$ cat src/rtl/cel_pkg.sv
// cel_pkg: shared types and constants of the cross-entropy loss row unit
// no dependencies

package cel_pkg;

   // payload of one input item
   typedef struct packed {
      logic [15:0] pred_prob;
      logic [15:0] target;
      logic        row_last;
   } cel_req_type;

   // payload of one result item
   typedef struct packed {
      logic [19:0] loss;
      logic        zero_confidence;
   } cel_rsp_type;

   // log unit sequencer states
   typedef enum logic [2:0] {
      LOG_IDLE,
      LOG_NORM,
      LOG_SQUARE,
      LOG_SUB,
      LOG_MUL,
      LOG_ROUND,
      LOG_DONE
   } cel_log_state_type;

   localparam int          CONF_W      = 32;
   localparam int          FRAC_BITS   = 24;
   localparam int          QUEUE_DEPTH = 4;
   localparam logic [31:0] LN2_Q32     = 32'd2977044472;
   localparam logic [19:0] LOSS_MAX    = 20'hFFFFF;

endpackage

$ cat src/rtl/cel_front.sv
// cel_front: per-row confidence accumulator, one column per cycle while accept is high
// depends on cel_pkg

module cel_front
   import cel_pkg::*;
#(
   parameter int MAX_CLASSES = 256
) (
   input  logic                clock,
   input  logic                reset,
   input  logic                sparse_labels,
   input  logic                accept,
   input  cel_req_type         item,
   output logic                conf_push,
   output logic [CONF_W-1:0]   conf_data
);

   localparam int CW = (MAX_CLASSES > 2) ? $clog2(MAX_CLASSES) : 1;
   localparam logic [CW-1:0] COL_LAST = CW'(MAX_CLASSES - 1);

   logic [CW-1:0]     col_count_ff, col_count_in;
   logic [CONF_W-1:0] acc_ff, acc_in;
   logic [15:0]       pred_clip;
   logic [31:0]       product;
   logic [32:0]       dense_sum;
   logic [CONF_W-1:0] acc_next;

   // clip zero to one lsb
   assign pred_clip = (item.pred_prob == 16'd0) ? 16'd1 : item.pred_prob;
   assign product   = 32'(pred_clip) * 32'(item.target);
   assign dense_sum = 33'(acc_ff) + 33'(product);

   // accumulate or select the confidence of this column
   always_comb begin
      acc_next = acc_ff;
      if (sparse_labels) begin
         if (item.target == 16'(col_count_ff)) begin
            acc_next = {pred_clip, 16'd0};
         end
      end else begin
         acc_next = dense_sum[32] ? '1 : dense_sum[31:0];
      end
   end

   // row state update
   always_comb begin
      col_count_in = col_count_ff;
      acc_in       = acc_ff;
      if (accept) begin
         if (item.row_last) begin
            col_count_in = '0;
            acc_in       = '0;
         end else begin
            col_count_in = (col_count_ff == COL_LAST) ? '0 : col_count_ff + 1'b1;
            acc_in       = acc_next;
         end
      end
   end

   always_ff @(posedge clock) begin
      if (reset) begin
         col_count_ff <= '0;
         acc_ff       <= '0;
      end else begin
         col_count_ff <= col_count_in;
         acc_ff       <= acc_in;
      end
   end

   // hand the finished row confidence to the queue
   assign conf_push = accept & item.row_last;
   assign conf_data = acc_next;

endmodule

$ cat src/rtl/cel_queue.sv
// cel_queue: short fifo of row confidences between front and log unit
// depends on cel_pkg

module cel_queue
   import cel_pkg::*;
(
   input  logic              clock,
   input  logic              reset,
   input  logic              push,
   input  logic [CONF_W-1:0] push_data,
   output logic              full,
   input  logic              pop,
   output logic [CONF_W-1:0] pop_data,
   output logic              empty
);

   localparam int PW = $clog2(QUEUE_DEPTH);

   logic [CONF_W-1:0] slot_ff [QUEUE_DEPTH];
   logic [PW-1:0]     wr_ptr_ff, wr_ptr_in;
   logic [PW-1:0]     rd_ptr_ff, rd_ptr_in;
   logic [PW:0]       count_ff, count_in;
   logic              do_push, do_pop;

   assign full     = (count_ff == (PW+1)'(QUEUE_DEPTH));
   assign empty    = (count_ff == '0);
   assign do_push  = push & ~full;
   assign do_pop   = pop & ~empty;
   assign pop_data = slot_ff[rd_ptr_ff];

   // pointer and fill count
   always_comb begin
      wr_ptr_in = do_push ? wr_ptr_ff + 1'b1 : wr_ptr_ff;
      rd_ptr_in = do_pop  ? rd_ptr_ff + 1'b1 : rd_ptr_ff;
      count_in  = count_ff;
      if (do_push && !do_pop) begin
         count_in = count_ff + 1'b1;
      end else if (do_pop && !do_push) begin
         count_in = count_ff - 1'b1;
      end
   end

   always_ff @(posedge clock) begin
      if (reset) begin
         wr_ptr_ff <= '0;
         rd_ptr_ff <= '0;
         count_ff  <= '0;
      end else begin
         wr_ptr_ff <= wr_ptr_in;
         rd_ptr_ff <= rd_ptr_in;
         count_ff  <= count_in;
      end
   end

   // storage
   always_ff @(posedge clock) begin
      if (do_push) begin
         slot_ff[wr_ptr_ff] <= push_data;
      end
   end

endmodule

$ cat src/rtl/cel_log.sv
// cel_log: sequential -ln unit with result register, one row at a time
// depends on cel_pkg

module cel_log
   import cel_pkg::*;
(
   input  logic              clock,
   input  logic              reset,
   input  logic              q_empty,
   input  logic [CONF_W-1:0] q_data,
   output logic              q_pop,
   output cel_rsp_type       rsp_data,
   output logic              rsp_empty,
   input  logic              rsp_pop
);

   cel_log_state_type state_ff, state_in;
   logic [31:0]       y_ff, y_in;
   logic [4:0]        shift_ff, shift_in;
   logic [4:0]        iter_ff, iter_in;
   logic [FRAC_BITS-1:0] frac_ff, frac_in;
   logic [29:0]       n_ff, n_in;
   logic [61:0]       prod_ff, prod_in;
   cel_rsp_type       res_ff, res_in;
   cel_rsp_type       out_ff, out_in;
   logic              out_valid_ff, out_valid_in;
   logic [63:0]       square;
   logic [32:0]       sq_scaled;
   logic [62:0]       rounded;
   logic [22:0]       loss_wide;
   logic              slot_free;

   assign square    = 64'(y_ff) * 64'(y_ff);
   assign sq_scaled = square[63:31];
   assign rounded   = 63'(prod_ff) + (63'(1) << 39);
   assign loss_wide = rounded[62:40];
   assign slot_free = ~out_valid_ff | rsp_pop;

   // sequencer: normalize, square 24 times, scale by ln 2, round; zero confidence goes straight to saturated loss
   always_comb begin
      state_in     = state_ff;
      y_in         = y_ff;
      shift_in     = shift_ff;
      iter_in      = iter_ff;
      frac_in      = frac_ff;
      n_in         = n_ff;
      prod_in      = prod_ff;
      res_in       = res_ff;
      out_in       = out_ff;
      out_valid_in = out_valid_ff & ~rsp_pop;
      q_pop        = 1'b0;
      case (state_ff)
         LOG_IDLE: begin
            if (!q_empty) begin
               q_pop    = 1'b1;
               y_in     = q_data;
               shift_in = '0;
               if (q_data == '0) begin
                  res_in.loss            = LOSS_MAX;
                  res_in.zero_confidence = 1'b1;
                  state_in               = LOG_DONE;
               end else begin
                  state_in = LOG_NORM;
               end
            end
         end
         LOG_NORM: begin
            if (y_ff[31]) begin
               iter_in  = '0;
               frac_in  = '0;
               state_in = LOG_SQUARE;
            end else begin
               y_in     = {y_ff[30:0], 1'b0};
               shift_in = shift_ff + 1'b1;
            end
         end
         LOG_SQUARE: begin
            frac_in = {frac_ff[FRAC_BITS-2:0], sq_scaled[32]};
            y_in    = sq_scaled[32] ? sq_scaled[32:1] : sq_scaled[31:0];
            iter_in = iter_ff + 1'b1;
            if (iter_ff == 5'(FRAC_BITS - 1)) begin
               state_in = LOG_SUB;
            end
         end
         LOG_SUB: begin
            // -log2 in q.24: (leading zeros + 1) minus fractional log
            n_in     = ((30'(shift_ff) + 30'd1) << FRAC_BITS) - 30'(frac_ff);
            state_in = LOG_MUL;
         end
         LOG_MUL: begin
            prod_in  = 62'(n_ff) * 62'(LN2_Q32);
            state_in = LOG_ROUND;
         end
         LOG_ROUND: begin
            res_in.loss = (loss_wide > 23'(LOSS_MAX)) ? LOSS_MAX : loss_wide[19:0];
            res_in.zero_confidence = 1'b0;
            state_in = LOG_DONE;
         end
         LOG_DONE: begin
            if (slot_free) begin
               out_in       = res_ff;
               out_valid_in = 1'b1;
               state_in     = LOG_IDLE;
            end
         end
         default: begin
            state_in = LOG_IDLE;
         end
      endcase
   end

   always_ff @(posedge clock) begin
      if (reset) begin
         state_ff     <= LOG_IDLE;
         out_valid_ff <= 1'b0;
      end else begin
         state_ff     <= state_in;
         out_valid_ff <= out_valid_in;
      end
   end

   // datapath registers
   always_ff @(posedge clock) begin
      y_ff     <= y_in;
      shift_ff <= shift_in;
      iter_ff  <= iter_in;
      frac_ff  <= frac_in;
      n_ff     <= n_in;
      prod_ff  <= prod_in;
      res_ff   <= res_in;
      out_ff   <= out_in;
   end

   assign rsp_data  = out_ff;
   assign rsp_empty = ~out_valid_ff;

endmodule

$ cat src/rtl/cross_entropy_loss_row_unit.sv
// cross_entropy_loss_row_unit: categorical cross-entropy loss per row of class
// probabilities. Front accepts one column per cycle while the queue has room.
// After a row's last column is accepted, the log unit runs the bit-wise normalize, the 24
// squaring steps, the ln 2 scaling and the rounding; zero confidence goes straight to the
// saturated loss. It takes one row at a time; a new result waits while the last is untaken.
// Long rows stream at one column per cycle; shorter ones run at one row per log pass.
// Synchronous active-high reset empties queue and result, clears row state, sets sparse mode.
// depends on cel_pkg, cel_front, cel_queue, cel_log

module cross_entropy_loss_row_unit
   import cel_pkg::*;
#(
   parameter int MAX_CLASSES = 256
) (
   input  logic        clock,
   input  logic        reset,
   input  logic        req_push,
   output logic        req_full,
   input  cel_req_type req_data,
   output logic        rsp_empty,
   input  logic        rsp_pop,
   output cel_rsp_type rsp_data,
   input  logic        csr_we,
   input  logic        csr_wdata
);

   logic              sparse_ff;
   logic              req_accept;
   logic              conf_push;
   logic [CONF_W-1:0] conf_data;
   logic              q_full, q_empty, q_pop;
   logic [CONF_W-1:0] q_data;

   // mode register
   always_ff @(posedge clock) begin
      if (reset) begin
         sparse_ff <= 1'b1;
      end else if (csr_we) begin
         sparse_ff <= csr_wdata;
      end
   end

   assign req_full   = q_full;
   assign req_accept = req_push & ~q_full;

   cel_front #(
      .MAX_CLASSES(MAX_CLASSES)
   ) u_front (
      .clock        (clock),
      .reset        (reset),
      .sparse_labels(sparse_ff),
      .accept       (req_accept),
      .item         (req_data),
      .conf_push    (conf_push),
      .conf_data    (conf_data)
   );

   cel_queue u_queue (
      .clock    (clock),
      .reset    (reset),
      .push     (conf_push),
      .push_data(conf_data),
      .full     (q_full),
      .pop      (q_pop),
      .pop_data (q_data),
      .empty    (q_empty)
   );

   cel_log u_log (
      .clock    (clock),
      .reset    (reset),
      .q_empty  (q_empty),
      .q_data   (q_data),
      .q_pop    (q_pop),
      .rsp_data (rsp_data),
      .rsp_empty(rsp_empty),
      .rsp_pop  (rsp_pop)
   );

   // a row confidence is never pushed into a full queue
   assert property (@(posedge clock) disable iff (reset) conf_push |-> !q_full)
      else $error("row confidence pushed into full queue");

   // zero confidence always comes with saturated loss
   assert property (@(posedge clock) disable iff (reset)
      (!rsp_empty && rsp_data.zero_confidence) |-> (rsp_data.loss == LOSS_MAX))
      else $error("zero confidence without saturated loss");

   // a waiting result only goes away when it is taken
   assert property (@(posedge clock) disable iff (reset)
      $rose(rsp_empty) |-> $past(rsp_pop))
      else $error("result dropped without pop");

endmodule

$ cat config.mk
export PLATFORM = sky130hd
export DESIGN_NAME = cross_entropy_loss_row_unit
export DESIGN_NICKNAME = d
export VERILOG_FILES = /design/src/rtl/cel_pkg.sv /design/src/rtl/cel_front.sv /design/src/rtl/cel_queue.sv /design/src/rtl/cel_log.sv /design/src/rtl/cross_entropy_loss_row_unit.sv
export SDC_FILE = /design/constraint.sdc
export NUM_CORES = 2
export LEC_CHECK = 0
export ABC_AREA = 1
export BUFFER_PORTS_ARGS = -buffer_cell sky130_fd_sc_hd__buf_2
export CORE_MARGIN = 1
export CORE_UTILIZATION = 55
export CTS_BUF_LIST = sky130_fd_sc_hd__clkbuf_4 sky130_fd_sc_hd__clkbuf_8
export CTS_CLUSTER_SIZE = 24
export DETAILED_ROUTE_END_ITERATION = 8
export PLACE_DENSITY = 0.76
export REMOVE_ABC_BUFFERS = 1
export SYNTH_ARGS = -nofsm -noshare
export SYNTH_HDL_FRONTEND = slang
export SYNTH_SLANG_ARGS = --single-unit
$ cat constraint.sdc
create_clock -name clock -period 8.2 [get_ports clock]
set_input_delay 1.64 -clock clock [delete_from_list [all_inputs] [get_ports clock]]
set_output_delay 1.64 -clock clock [all_outputs]
set_load 0.02 [all_outputs]
# Yosys cells after proc, flatten, opt, wreduce, memory -nomap -nowiden
# Memories as Yosys holds them, arrays and structs flattened. A register that Yosys moved wholly into a read port is not among the register bits.
# Index checks and enable logic that the tools add are counted.
[word_totals]
regBits = 249
latchBits = 0
ram_bits = 128
romBits = 0
input_bits = 39
out_inout_bits = 23
wordCells = 119
memories = 1
[memory_table]
columns = ["name", "depth", "word_bits", "read_ports", "rd_ports_with_merged_regs", "wr", "line", "source"]
rows = [
  ["u_queue.slot_ff", 4, 32, 1, 1, 1, "cel_queue.sv:19", "logic [CONF_W-1:0] slot_ff [QUEUE_DEPTH];"],
]
[op_classes]
add_sub_neg = 11
n_mul = 3
div_mod_pow = 0
n_lt_le_gt_ge = 1
n_eq_ne = 16
shifts = 0
mux = 38
bitwise_logic = 10
n_reduce_logical = 20
[ops]
columns = ["cell", "count"]
rows = [
  ["32-bit two-way mux", 7],
  ["32-bit one-hot mux with 3 select lines", 1],
  ["32-bit by 32-bit multiplier with 64-bit output", 1],
  ["62-bit by 40-bit adder with 63-bit output (second input constant)", 1],
  ["30-bit by 29-bit multiplier with 59-bit output (second input constant)", 1],
  ["24-bit one-hot mux with 2 select lines", 1],
  ["21-bit two-way mux", 2],
  ["21-bit one-hot mux with 2 select lines", 1],
  ["32-bit by 32-bit adder with 33-bit output", 1],
  ["32-bit logical NOT", 1],
  ["16-bit by 16-bit multiplier with 32-bit output", 1],
  ["30-bit by 24-bit subtractor with 30-bit output", 1],
  ["24-bit two-way mux", 1],
  ["23-bit by 20-bit greater-than comparator with 1-bit output (second input constant)", 1],
  ["3-bit two-way mux", 7],
  ["3-bit one-hot mux with 7 select lines", 1],
  ["20-bit two-way mux", 1],
  ["5-bit one-hot mux with 2 select lines", 2],
  ["16-bit by 8-bit == test with 1-bit output", 1],
  ["16-bit logical NOT", 1],
  ["16-bit two-way mux", 1],
  ["8-bit two-way mux", 2],
  ["5-bit two-way mux", 3],
  ["3-bit == test (second input constant)", 4],
  ["other kinds (25)", 55],
]

# Depth between registers and ports, before layout
[depth]
ltp_word = 9
ltp_mapped = 37
ltp_nobuf = 34

# Cells and area by module
# A second synthesis with hierarchy kept.
[unflattened]
cells_unflattened = 8924
area_unflattened_um2 = 73209.0
[modules_own_cells]
columns = ["mod", "n_inst", "cells_per_inst", "area_per_inst_um2", "seq_area_each_um2"]
rows = [
  ["cel_log", 1, 6553, 54609.9, 4914.7],
  ["cel_front", 1, 1984, 13274.0, 800.8],
  ["cel_queue", 1, 379, 5270.1, 4023.9],
  ["cross_entropy_loss_row_unit", 1, 8, 55.1, 20.0],
]

# Worst setup path after synthesis
# OpenSTA, ideal clock, no wires.
[synth_timing]
path_type = "in2reg"
start = "input port req_data[31] in the netlist's numbering"
end = "memory u_queue.slot_ff[0][19], data pin"
setup_time_ps = 263
arrival_time_ps = 6968
required_time_ps = 7937
setup_slack_ps = 968
stages = 28
path_buffers = 3
path_cell_list = "clkbuf_1 -> clkbuf_1 -> nand2_1 -> fa_1 -> inv_1 -> fa_1 -> inv_1 -> fa_1 -> fa_1 -> inv_1 -> fa_1 -> inv_1 -> fa_1 -> inv_1 -> ha_1 -> nand2_2 -> nor2_4 -> inv_2 -> nor2_4 -> nand2_1 -> nand2_2 -> nand2_2 -> nand2_1 -> nand2_2 -> nand2_4 -> buf_4 -> nand3_1 -> and2_1"
[synth_between]
elab_chain_cells = 6
elab_cells_between_ends = 7
cone_classes = "add/sub: 1; mul: 1; mux: 4; reduce/logical: 1"
[synth_lines]
columns = ["element", "line", "source"]
rows = [
  ["start, declared", "cross_entropy_loss_row_unit.sv:19", "input cel_req_type req_data,"],
  ["16-bit logical NOT", "cel_front.sv:29", "assign pred_clip = (item.pred_prob == 16'd0) ? 16'd1 : item.pred_prob;"],
  ["16-bit two-way mux (*)", "cel_front.sv:29", ""],
  ["16-bit by 16-bit multiplier with 32-bit output", "cel_front.sv:30", "assign product = 32'(pred_clip) * 32'(item.target);"],
  ["32-bit by 32-bit adder with 33-bit output", "cel_front.sv:31", "assign dense_sum = 33'(acc_ff) + 33'(product);"],
  ["32-bit two-way mux", "cel_front.sv:41", "acc_next = dense_sum[32] ? '1 : dense_sum[31:0];"],
  ["32-bit two-way mux (*)", "cel_front.sv:36", "if (sparse_labels) begin"],
  ["named net conf_data[19]", "cross_entropy_loss_row_unit.sv:30", "logic [CONF_W-1:0] conf_data;"],
  ["end, declared", "cel_queue.sv:19", ""],
]
# Mark *: on every way through the listed nets, which the timed path passes. The rest lies on a longest branch.

# Worst setup path in the final report
[layout_timing]
start = "register u_log.y_ff[27]"
end = "register u_log.y_ff[4], data pin"
[layout_between]
elab_chain_cells = 3
[layout_lines]
columns = ["element", "line", "source"]
rows = [
  ["start, declared", "cel_log.sv:18", "logic [31:0] y_ff, y_in;"],
  ["start signal, assigned", "cel_log.sv:124", "y_ff <= y_in;"],
  ["32-bit by 32-bit multiplier with 64-bit output", "cel_log.sv:33", "assign square = 64'(y_ff) * 64'(y_ff);"],
  ["32-bit two-way mux", "cel_log.sv:79", "y_in = sq_scaled[32] ? sq_scaled[32:1] : sq_scaled[31:0];"],
  ["32-bit one-hot mux with 3 select lines", "cel_log.sv:52", "case (state_ff)"],
  ["named net u_log.y_in[4]", "cel_log.sv:18", ""],
]
# The timed path passes the listed nets, and every way through them passes these cells.
# A chain may end at the register's enable or synchronous reset.

==> impl_metrics.py <==
metrics = {
    "final_layout": {
        "stdcell_area_sq_mm": 0.0774,
        "fillCellCount": 11400,
        "layout_commonest_cell": "inv_1",
        "fin_nets": 11100,
        "seqCellArea_sq_mm": 0.00976,
        "final_cell_mix": "inv_1, nand2_1, fa_1",
        "stdcell_count": 10700,
        "area_delta_synth_final_pct": 6.13,
        "multi_input_area_sq_mm": 0.0520,
        "layout-drive-gt1-share_pct": 4.69,
    },
    "setup_path": {
        "cp_common_cell": "fa_1",
        "end_kind": "flip-flop",
        "cp.required_ns": 8.61,
        "cp-start-kind": "flip-flop",
        "cpPeakStageDelay_ns": 0.96,
        "crit_arrival_ns": 8.36,
        "slowest_stage": "edfxtp_1",
        "path_class": "flip-flop to flip-flop",
        "path_max_fanout": 31,
    },
    "sta": {
        "slew_viol_final": 0,
        "fin_crit_ns": 7.95,
        "worst_slew_pin_slew_ns": 1.24,
        "skew_ns": 0.0503,
        "setup_viol": 0,
        "max-slew-margin-rel_pct": 17.2,
        "finalSetupTns_ns": 0,
        "rsz0062_at_grt": "false",
        "fin_crit_sh_pct": 97.0,
        "hold_violations": 0,
        "hold_ws_ns": 0.419,
        "clock.fmax_mhz": 126,
    },
    "floorplanning": {
        "dieArea_sq_mm": 0.134,
        "rows": 133,
        "start_util_pct": 55.5,
        "core_area_sq_mm": 0.131,
        "ios": 62,
        "die_w_microns": 366,
        "dieHeight_microns": 366,
    },
    "global_routing": {
        "grt-ovfl-total": 0,
        "use_met3_pct": 3.08,
        "grt_usage_pct": 29.5,
        "antenna_found_initial": 1,
        "grt_pass1_wl_microns": 311000,
        "grt_max_degree": 65,
        "grt_use_met2_pct": 49.1,
        "first_global_vias": 58500,
        "grt_use_met1_pct": 40.0,
        "busiest_layer": "met2",
    },
    "clock_tree": {
        "clock_latency_ns": 0.69,
        "clk_pin_slew_ns": 0.07,
        "cts_max_path_buffers": 3,
        "root_buffer": "clkbuf_8",
        "cts_resized": 0,
        "numCtsBuffers": 56,
        "clock_sinks": 343,
        "cts_tree": "yes",
        "htree_num_levels": 2,
    },
    "logic_synthesis": {
        "syn_area_sq_mm": 0.0729,
        "ys_seq_area_share_pct": 13.4,
        "syn_inst": 8873,
        "yosysUniqueCellTypes": 51,
        "yosys_warnings": 0,
        "yosys.area.top_type": "fa_1",
        "synth_edf_count": 289,
        "synth_top_cell_area_share_pct": 37.3,
        "synthFlopType": "edfxtp_1",
        "async_flop_share_pct": 0,
        "avgSynthCellArea_sq_um": 8.22,
        "synth_area_leaders": "fa_1, inv_1, ha_1",
        "synth-seq-cells": 343,
    },
    "place": {
        "gp_congestion": 1.01,
        "dpl_cell_area_sq_mm": 0.0757,
        "dp.cells": 10600,
        "io_buffer_count": 61,
        "place_hpwl_microns": 164000,
    },
    "min_path": {
        "hold_path_class": "flip-flop to flip-flop",
    },
    "route": {
        "wl_per_cell_microns": 18.3,
        "drt_first_pass_iters": 6,
        "wirelength_microns": 196000,
        "vias": 56500,
        "drt_iter0_markers": 4745,
        "ant_nets": 0,
        "vias_per_cell": 5.27,
        "drc_errors": 0,
    },
    "flow_run": {
        "max_cap_viol_count": 0,
    },
    "status": {
        "status": "finished, final reports clean",
    },
}
[stage by stage]
stage,setup WS (ns),util [%]
after floorplan,1.16,-
after global placement,0.463,57.6
after detailed placement,0.297,57.6
after CTS,0.236,58.6
after global routing,0.0267,58.9
final,0.247,58.9
[flip-flops by register name, summed over array words and instances (netlist names), named ones only]
name / flops
u_queue.slot_ff: 128
u_front.acc_ff: 32
u_log.y_ff: 32
u_log.n_ff: 30
u_log.frac_ff: 24
u_log.prod_ff: 23
u_log.res_ff: 21
u_log.rsp_data: 21
u_front.col_count_ff: 8
u_log.iter_ff: 5
u_log.shift_ff: 5
u_log.state_ff: 3
u_queue.count_ff: 3
u_queue.rd_ptr_ff: 2
u_queue.wr_ptr_ff: 2
sparse_ff: 1
u_log.out_valid_ff: 1
[logic make-up after synthesis]
family	Yosys count	synth area share, %
XOR/XNOR	130	1.56
adder cells (fa/ha/maj)	2093	49.9
buffers and inverters	2950	15.4
AND/OR/NAND/NOR	2909	16.1
flip-flops	343	13.4
AO/OA/AOI/OAI	448	3.64
[worst max-delay path: cells and delay by family (launching register included)]
family | cells | cell delay [ns]
buffers and inverters | 5 | 0.61
and+or+nand+nor | 12 | 1.62
AOI/OAI and AO/OA | 1 | 0.08
adders and majority gates | 9 | 4.36
DFF | 1 | 0.96
[metal layers]
metal  vias up  routed length, microns
met5         -                       0
met4         0                    8430
met3       439                   15900
met2      2460                   93100
met1     27700                   78700
li1      26000                       -
[cell usage after synthesis (all sizes together) (3+ instances only)]
master	n
inv	2712
nand2	2094
fa	1357
ha	736
nor2	386
edfxtp	289
nand3	270
a21oi	205
clkbuf	163
o21ai	113
xor2	90
buf	72
nor3	56
dfxtp	54
nand4	42
o21bai	40
xnor2	40
nand3b	24
o32ai	21
a31oi	19
a21o	15
nor4	13
and2	12
a32o	9
or2	7
a31o	6
and3	5
a211oi	4
o211ai	4
a21boi	3
o21a	3
[path summary, 6_finish.rpt]
kind	startpoint	to	slack (ns)	depth (start not counted)
setup reg to reg	u_log.y_ff[27]	u_log.y_ff[4]	0.25	27
hold / removal	u_log.res_ff[8]	u_log.rsp_data[8]	0.42	0
hold reg to reg	u_log.res_ff[8]	u_log.rsp_data[8]	0.42	0
setup / recovery	u_log.y_ff[27]	u_log.y_ff[4]	0.25	27
[area by class of cell]
class	count	area share (%)
Multi-Input combinational cell	5580	67.2
Antenna cell	1	0.00323
Clock inverter	24	0.412
Timing Repair Buffer	227	2.46
Sequential cell	343	12.6
Inverter	2714	13.2
Clock buffer	82	1.34
Tap cell	1755	2.84
[timing repair]
action | 4_1_cts | 5_1_grt
endpoints found under the setup margin | 0 | 32
setup buffers | 0 | 22
hold buffers | 0 | 0
Power is left out: the tool's default activity adds up to more than one toggle a clock period on the data nets, which glitch-free logic cannot reach.
